File: config.mk
export PLATFORM = sky130hd
export DESIGN_NAME = weighted_random_selector
export DESIGN_NICKNAME = d
export VERILOG_FILES = /design/src/hw/rtl/wrs_pkg.sv /design/src/hw/rtl/wrs_accum.sv /design/src/hw/rtl/weighted_random_selector.sv
export SDC_FILE = /design/constraint.sdc
export NUM_CORES = 2
export LEC_CHECK = 0
export BUFFER_PORTS_ARGS = -buffer_cell sky130_fd_sc_hd__buf_4
export CORE_ASPECT_RATIO = 0.7
export CORE_MARGIN = 2
export CORE_UTILIZATION = 64
export DETAILED_ROUTE_END_ITERATION = 7
export PLACE_DENSITY = 0.83
export SYNTH_ARGS = -nofsm -noshare
export SYNTH_HDL_FRONTEND = slang
export SYNTH_SLANG_ARGS = --single-unit
File: constraint.sdc
create_clock -name clk -period 8.83 [get_ports clk]
set_clock_uncertainty 0.1 [all_clocks]
set_input_delay 2.2075 -clock clk [delete_from_list [all_inputs] [get_ports clk]]
set_output_delay 2.2075 -clock clk [all_outputs]
set_load 0.005 [all_outputs]
File: src/hw/rtl/wrs_pkg.sv
// Shared types and constants for the weighted random selector.
package wrs_pkg;

  // Fixed widths of the word fields
  localparam int WEIGHT_W = 16;
  localparam int DRAW_W   = 17;
  localparam int INDEX_W  = 6;
  localparam int FRAC_W   = 16;

  // A draw of one whole, i.e. 65536 over 65536
  localparam logic [DRAW_W-1:0] DRAW_ONE = 17'h10000;

  // Sequencer states, one-hot
  typedef enum logic [3:0] {
    ST_IDLE = 4'b0001,
    ST_MUL  = 4'b0010,
    ST_SCAN = 4'b0100,
    ST_PUT  = 4'b1000
  } state_t;

  // Control from the sequencer to the accumulator
  typedef struct packed {
    logic clear;
    logic add;
  } acc_ctrl_t;

endpackage

File: src/hw/rtl/wrs_accum.sv
// Running-sum accumulator and threshold compare for the selection scan.
module wrs_accum #(
  parameter int STORE_W = 16,
  parameter int RUN_W   = 23
) (
  input  logic                             clk,
  input  wrs_pkg::acc_ctrl_t               ctrl,
  input  logic [STORE_W-1:0]               addend,
  input  logic [RUN_W+wrs_pkg::DRAW_W-1:0] scaled,
  output logic                             hit
);
  import wrs_pkg::*;

  localparam int CMP_W = RUN_W + DRAW_W;

  logic [RUN_W-1:0] run;
  logic [RUN_W-1:0] run_next;
  logic [CMP_W-1:0] run_scaled;

  // Sum including the word now arriving from the store
  assign run_next   = run + RUN_W'(addend);
  assign run_scaled = {{(DRAW_W-FRAC_W){1'b0}}, run_next, {FRAC_W{1'b0}}};

  // First entry whose running sum passes total * draw
  assign hit = ctrl.add && (run_scaled > scaled);

  always_ff @(posedge clk) begin
    if (ctrl.clear) begin
      run <= '0;
    end else if (ctrl.add) begin
      run <= run_next;
    end
  end

endmodule

File: src/hw/rtl/weighted_random_selector.sv
// Top level of the weighted random selector.
//
// Roulette wheel selection. Each input word loads one candidate into the
// weight store; ineligible or zero-weight candidates are stored as zero and
// never chosen. A word with last set ends the round: the block scales the
// total weight by the draw in the multiply state, then scans the store from
// entry 0 at one entry per cycle through its single read port, and stops at
// the first entry whose running sum exceeds the scaled value. While the round
// is being scaled and scanned, and while its result waits to be handed to
// the output register, further input words are stalled. Candidates beyond
// MAX_ENTRIES are dropped. found is 0 with selected_index 0 when nothing
// qualifies or the draw is one whole.
// The result sits in an output register, so loading of the next round may
// begin while it waits to be taken. The store needs no clearing after reset.
module weighted_random_selector #(
  parameter int MAX_ENTRIES = 64,
  parameter int WEIGHT_BITS = 16
) (
  input  logic                          clk,
  input  logic                          rst,
  input  logic                          in_valid,
  output logic                          in_stall,
  input  logic [wrs_pkg::WEIGHT_W-1:0]  weight,
  input  logic                          eligible,
  input  logic                          last,
  input  logic [wrs_pkg::DRAW_W-1:0]    random_draw,
  output logic                          out_valid,
  input  logic                          out_stall,
  output logic [wrs_pkg::INDEX_W-1:0]   selected_index,
  output logic                          found
);
  import wrs_pkg::*;

  localparam int STORE_W = (WEIGHT_BITS < WEIGHT_W) ? WEIGHT_BITS : WEIGHT_W;
  localparam int CNT_W   = $clog2(MAX_ENTRIES + 1);
  localparam int IDX_W   = $clog2(MAX_ENTRIES);
  localparam int TOT_W   = STORE_W + CNT_W;
  localparam int SCL_W   = TOT_W + DRAW_W;

  state_t             state;
  logic [CNT_W-1:0]   count;
  logic [TOT_W-1:0]   total;
  logic [DRAW_W-1:0]  draw;
  logic [SCL_W-1:0]   scaled;
  logic [CNT_W-1:0]   rd_ptr;
  logic               rd_v;
  logic [IDX_W-1:0]   rd_idx;
  logic [STORE_W-1:0] rd_data;
  logic               res_found;
  logic [INDEX_W-1:0] res_index;

  logic [STORE_W-1:0] mem [MAX_ENTRIES];

  logic                 accept;
  logic                 has_room;
  logic                 wr_en;
  logic                 rd_en;
  logic [STORE_W-1:0]   eff;
  logic                 hit;
  logic                 scan_miss;
  logic                 out_free;
  logic [IDX_W+INDEX_W-1:0] idx_wide;
  acc_ctrl_t            acc_ctrl;

  // Input side
  assign in_stall = (state != ST_IDLE);
  assign accept   = in_valid && !in_stall;
  assign has_room = (count != CNT_W'(MAX_ENTRIES));
  assign wr_en    = accept && has_room;
  assign eff      = eligible ? weight[STORE_W-1:0] : '0;

  // Scan control
  assign rd_en     = (state == ST_SCAN) && (rd_ptr != count) && !hit;
  assign scan_miss = !rd_v && (rd_ptr == count);
  assign out_free  = !out_valid || !out_stall;
  assign idx_wide  = (IDX_W+INDEX_W)'(rd_idx);

  assign acc_ctrl.clear = (state == ST_MUL);
  assign acc_ctrl.add   = rd_v;

  wrs_accum #(
    .STORE_W (STORE_W),
    .RUN_W   (TOT_W)
  ) u_accum (
    .clk    (clk),
    .ctrl   (acc_ctrl),
    .addend (rd_data),
    .scaled (scaled),
    .hit    (hit)
  );

  // Weight store: one write and one registered read port
  always_ff @(posedge clk) begin
    if (wr_en) begin
      mem[count[IDX_W-1:0]] <= eff;
    end
    if (rd_en) begin
      rd_data <= mem[rd_ptr[IDX_W-1:0]];
    end
    rd_idx <= rd_ptr[IDX_W-1:0];
  end

  // Scaled threshold, registered after the multiply
  always_ff @(posedge clk) begin
    if (state == ST_MUL) begin
      scaled <= SCL_W'(total) * SCL_W'(draw);
    end
  end

  // Sequencer, round state and output register
  always_ff @(posedge clk) begin
    if (rst) begin
      state     <= ST_IDLE;
      count     <= '0;
      total     <= '0;
      rd_ptr    <= '0;
      rd_v      <= 1'b0;
      out_valid <= 1'b0;
    end else begin
      rd_v <= rd_en;
      // Result word: loaded from hand-over, held while stalled
      out_valid <= ((state == ST_PUT) && out_free) || (out_valid && out_stall);
      unique case (state)
        ST_IDLE: begin
          if (accept) begin
            if (has_room) begin
              count <= count + CNT_W'(1);
              total <= total + TOT_W'(eff);
            end
            if (last) begin
              draw  <= (random_draw > DRAW_ONE) ? DRAW_ONE : random_draw;
              state <= ST_MUL;
            end
          end
        end
        ST_MUL: begin
          rd_ptr <= '0;
          state  <= ST_SCAN;
        end
        ST_SCAN: begin
          if (rd_en) begin
            rd_ptr <= rd_ptr + CNT_W'(1);
          end
          if (hit || scan_miss) begin
            res_found <= hit;
            res_index <= hit ? idx_wide[INDEX_W-1:0] : '0;
            count     <= '0;
            total     <= '0;
            state     <= ST_PUT;
          end
        end
        ST_PUT: begin
          if (out_free) begin
            found          <= res_found;
            selected_index <= res_index;
            state          <= ST_IDLE;
          end
        end
        default: state <= ST_IDLE;
      endcase
    end
  end

`ifndef ASSERT_OFF
  // A new result word only ever comes from the hand-over state
  a_out_from_put: assert property (@(posedge clk) disable iff (rst)
    $rose(out_valid) |-> $past(state == ST_PUT))
    else $error("result word raised outside hand-over");

  // A miss always reports index zero
  a_miss_index: assert property (@(posedge clk) disable iff (rst)
    (out_valid && !found) |-> (selected_index == '0))
    else $error("miss with nonzero index");

  // Store reads are only in flight during the scan
  a_read_in_scan: assert property (@(posedge clk) disable iff (rst)
    rd_v |-> (state == ST_SCAN))
    else $error("store read outside scan");

  // Fill count never passes the store depth
  a_count_bound: assert property (@(posedge clk) disable iff (rst)
    count <= CNT_W'(MAX_ENTRIES))
    else $error("entry count beyond store depth");
`endif

endmodule
==> qor.csv <==
metric;value;unit
die area;95500;um2
CP Cell Sequence;nand2_1 > fa_1 > inv_1 > fa_1 > inv_1 > fa_1 > inv_1 > fa_1 > fa_1 > inv_1 > fa_1 > inv_1 > ha_1 > a21o_1 > a21o_1 > a221o_1 > a41oi_2 > and4bb_2 > nor2_1 > a21oi_1 > a21oi_1 > o311ai_1;
Finished Cell Area;65200;um2
most common cell after layout, fill and taps aside;edfxtp_1;
hold-fix buffers at CTS;0;
Max clock buf depth;3;
Top delay family on crit path;adder cells;
commonest non-fill, non-tap cells in the layout;edfxtp_1 (1111), inv_1 (418), mux4_2 (336);
Slowest-stage cell, CP;edfxtp_1;
max_cap viols;0;
Comb power frac;8.7;%
CP Depth;22;
mux cell area share after synthesis;13.0;%
R2R depth;22;
Num CTS Buffers;105;
core area;92000;um2
status;finished, final reports clean;
Critical Path AT;7870;ps
ANT nets after route;0;
Max Transition Viols Final;0;
net count after synthesis;4265;
Synth Area in Compound Gates;2.70;%
root buf cell;clkbuf_16;
postcts setup bufs;0;
io pins;48;
Crit. End Element;register;
crit path launch type;register;
all-layer global routing usage;32.7;%
Synth Area in Adders;14.2;%
initial core utilization;64.7;%
nets@finish;4359;
total vias in the final route;33900;
HPWL Detailed;93100;um
sequential power share;51.9;%
yosys warns;0;
setup_tns;0;ps
Sw Pwr;2790;uW
largest family of logic cells by synthesized area;adder cells;
First DRT Iteration DRCs;5175;
Post-synth EDFFs;1111;
Most used DFF post-synth;edfxtp_1;
share of layout cells above drive strength 1;18.0;%
vias per cell;6.57;
Port Buf Inserts;47;
Crit Path Max Fanout;23;
max incr delay on CP;970;ps
Post-Synth Simple-Gate Area;6.44;%
Switching Share;23.2;%
post_cts resized;0;
worst hold path class;register to register;
Clock transition at path regs;60;ps
Tcrit/Tclk final;84.4;%
final hold vios;0;
Synth cell types;75;
Core Util, Final;70.8;%
final WL;151000;um
PwrDens;184;nW/um2
final setup margin;1380;ps
Mapped Cells;3738;
Area after DPL;61700;um2
cell mode on critical path;fa_1;
internal cell power;9220;uW
Place WS;1570;ps
synthesized area per cell;15.9;um2
Async S/R FF share, synth;0;%
initial antenna violation count;5;
final cell count without fillers;5153;
first-pass GRT wire length;227000;um
CP Buf/Inv Count;5;
reg2reg setup slack;1380;ps
Worst-Margin Slew;1090;ps
synthesized area;59500;um2
DRC violations left;0;
CTS tree;done;
vias in the first global route;34600;
XOR/XNOR Fraction of Synth Area;1.30;%
TritonRoute pass-1 iters;6;
hold depth;0;
RePlAce Congestion;0.887;
RSZ-0062 raised after global routing;no;
Die X;368;um
drt wl/cell;29.3;um
critical path class;register to register;
clock power share;39.3;%
dpl cells;4960;
Final setup viols;0;
Clock Sinks;1183;
pin count of the biggest net entering global routing;149;
CTS H-tree lvls;3;
Peak VDD IR;0.216;mV
grt ovf;0;
die height;259;um
Seq/Total Area, Yosys;58.5;%
Yosys reg bits;1183;
Core Rows;93;
clock period minus worst slack;7450;ps
area delta synth->final;9.49;%
WP data required;9250;ps
leakage;0.0228;uW
Achievable Freq;134;MHz
relative slew slack;27.0;%
Worst-Skew Late Latency;710;ps
-- state kept, by name (all words and copies together) (netlist names), 6 cells and up --
| register | cells |
|---|---|
| mem | 1024 |
| scaled | 40 |
| total | 23 |
| u_accum.run | 23 |
| draw | 17 |
| rd_data | 16 |
| count | 7 |
| rd_ptr | 7 |
| rd_idx | 6 |
| res_index | 6 |
| selected_index | 6 |
-- cell type report --
class                      instances  area [um2]
fill                            5512       26900
timing repair buffer             159        1220
multi-input combinational       1963       22500
clock inverter                    61         698
antenna                            1        2.50
tap                             1235        1550
inverter                         420        1580
clock buffer                     131        2810
sequential                      1183       34800
-- per-stage QoR --
step | power [uW] | hold WS, ps
6_report | 12000 | 322
5_1_grt | 12300 | 324
4_1_cts | 12000 | 321
3_5_place_dp | 7370 | 306
3_3_place_gp | 7340 | 303
2_1_floorplan | 7050 | 226
-- cell usage after synthesis (5+ instances only) --
cell type	n	area share [%]
fa_1	316	11
xnor2_1	62	0.91
buf_2	31	0.26
o31ai_1	7	0.088
xor2_1	26	0.38
and2_1	193	2.0
nand3_1	37	0.31
inv_1	419	2.6
o21a_1	13	0.16
buf_1	14	0.088
nor4_1	9	0.095
or2_2	5	0.053
nor2_1	151	0.95
nand2b_1	9	0.095
mux2i_1	19	0.32
mux4_2	336	13
nand4_1	14	0.15
nor2b_1	20	0.21
a21o_1	38	0.48
edfxtp_1	1111	56
or3_1	12	0.13
nor3_1	16	0.13
clkbuf_1	126	0.79
dfxtp_1	72	2.4
o211ai_1	7	0.088
nand2_1	292	1.8
nand3b_1	6	0.076
o21ai_0	36	0.30
and3_1	6	0.063
ha_1	172	3.6
a21oi_1	81	0.68
a211oi_1	11	0.14
o21bai_1	7	0.088
-- metal layers --
metal / GRT usage [%] / wire length (um)
met1: 48.5 / 57000
met3: 8.41 / 20700
met2: 48.9 / 68900
met4: 9.13 / 4270
met5: 0 / 32
-- final timing paths --
path,from,to
setup reg to reg,draw[8]$_SDFFCE_PN0P_,scaled[38]$_DFFE_PP_
setup / recovery,draw[8]$_SDFFCE_PN0P_,scaled[38]$_DFFE_PP_
hold reg to reg,res_index[2]$_SDFFCE_PN0P_,selected_index[2]$_DFFE_PP_
hold / removal,res_index[2]$_SDFFCE_PN0P_,selected_index[2]$_DFFE_PP_
-- power by group through the flow --
stage	clock network (uW)	registers, uW	logic [uW]
after detailed placement	0	6350	1020
after global placement	0	6350	988
after global routing	4930	6240	1170
after CTS	4760	6230	1030
final	4720	6240	1050
after floorplan	0	6320	726
-- worst reg2reg max path, cell delays in order, from the launching register on --
cell and delay [ps]:
edfxtp_1 970, nand2_1 190, fa_1 560, inv_1 50
fa_1 510, inv_1 60, fa_1 530, inv_1 50
fa_1 450, fa_1 480, inv_1 50, fa_1 470
inv_1 40, ha_1 360, a21o_1 210, a21o_1 170
a221o_1 350, a41oi_2 450, and4bb_2 360, nor2_1 130
a21oi_1 270, a21oi_1 170, o311ai_1 290
-- logic make-up after synthesis --
| group | count (synthesis) |
|---|---|
| compound gates | 243 |
| xor+xnor | 88 |
| mux | 355 |
| flops | 1183 |
| buf+inv | 592 |
| fa+ha+maj | 488 |
| simple gates | 789 |
Power figures use the tool's default switching activity.
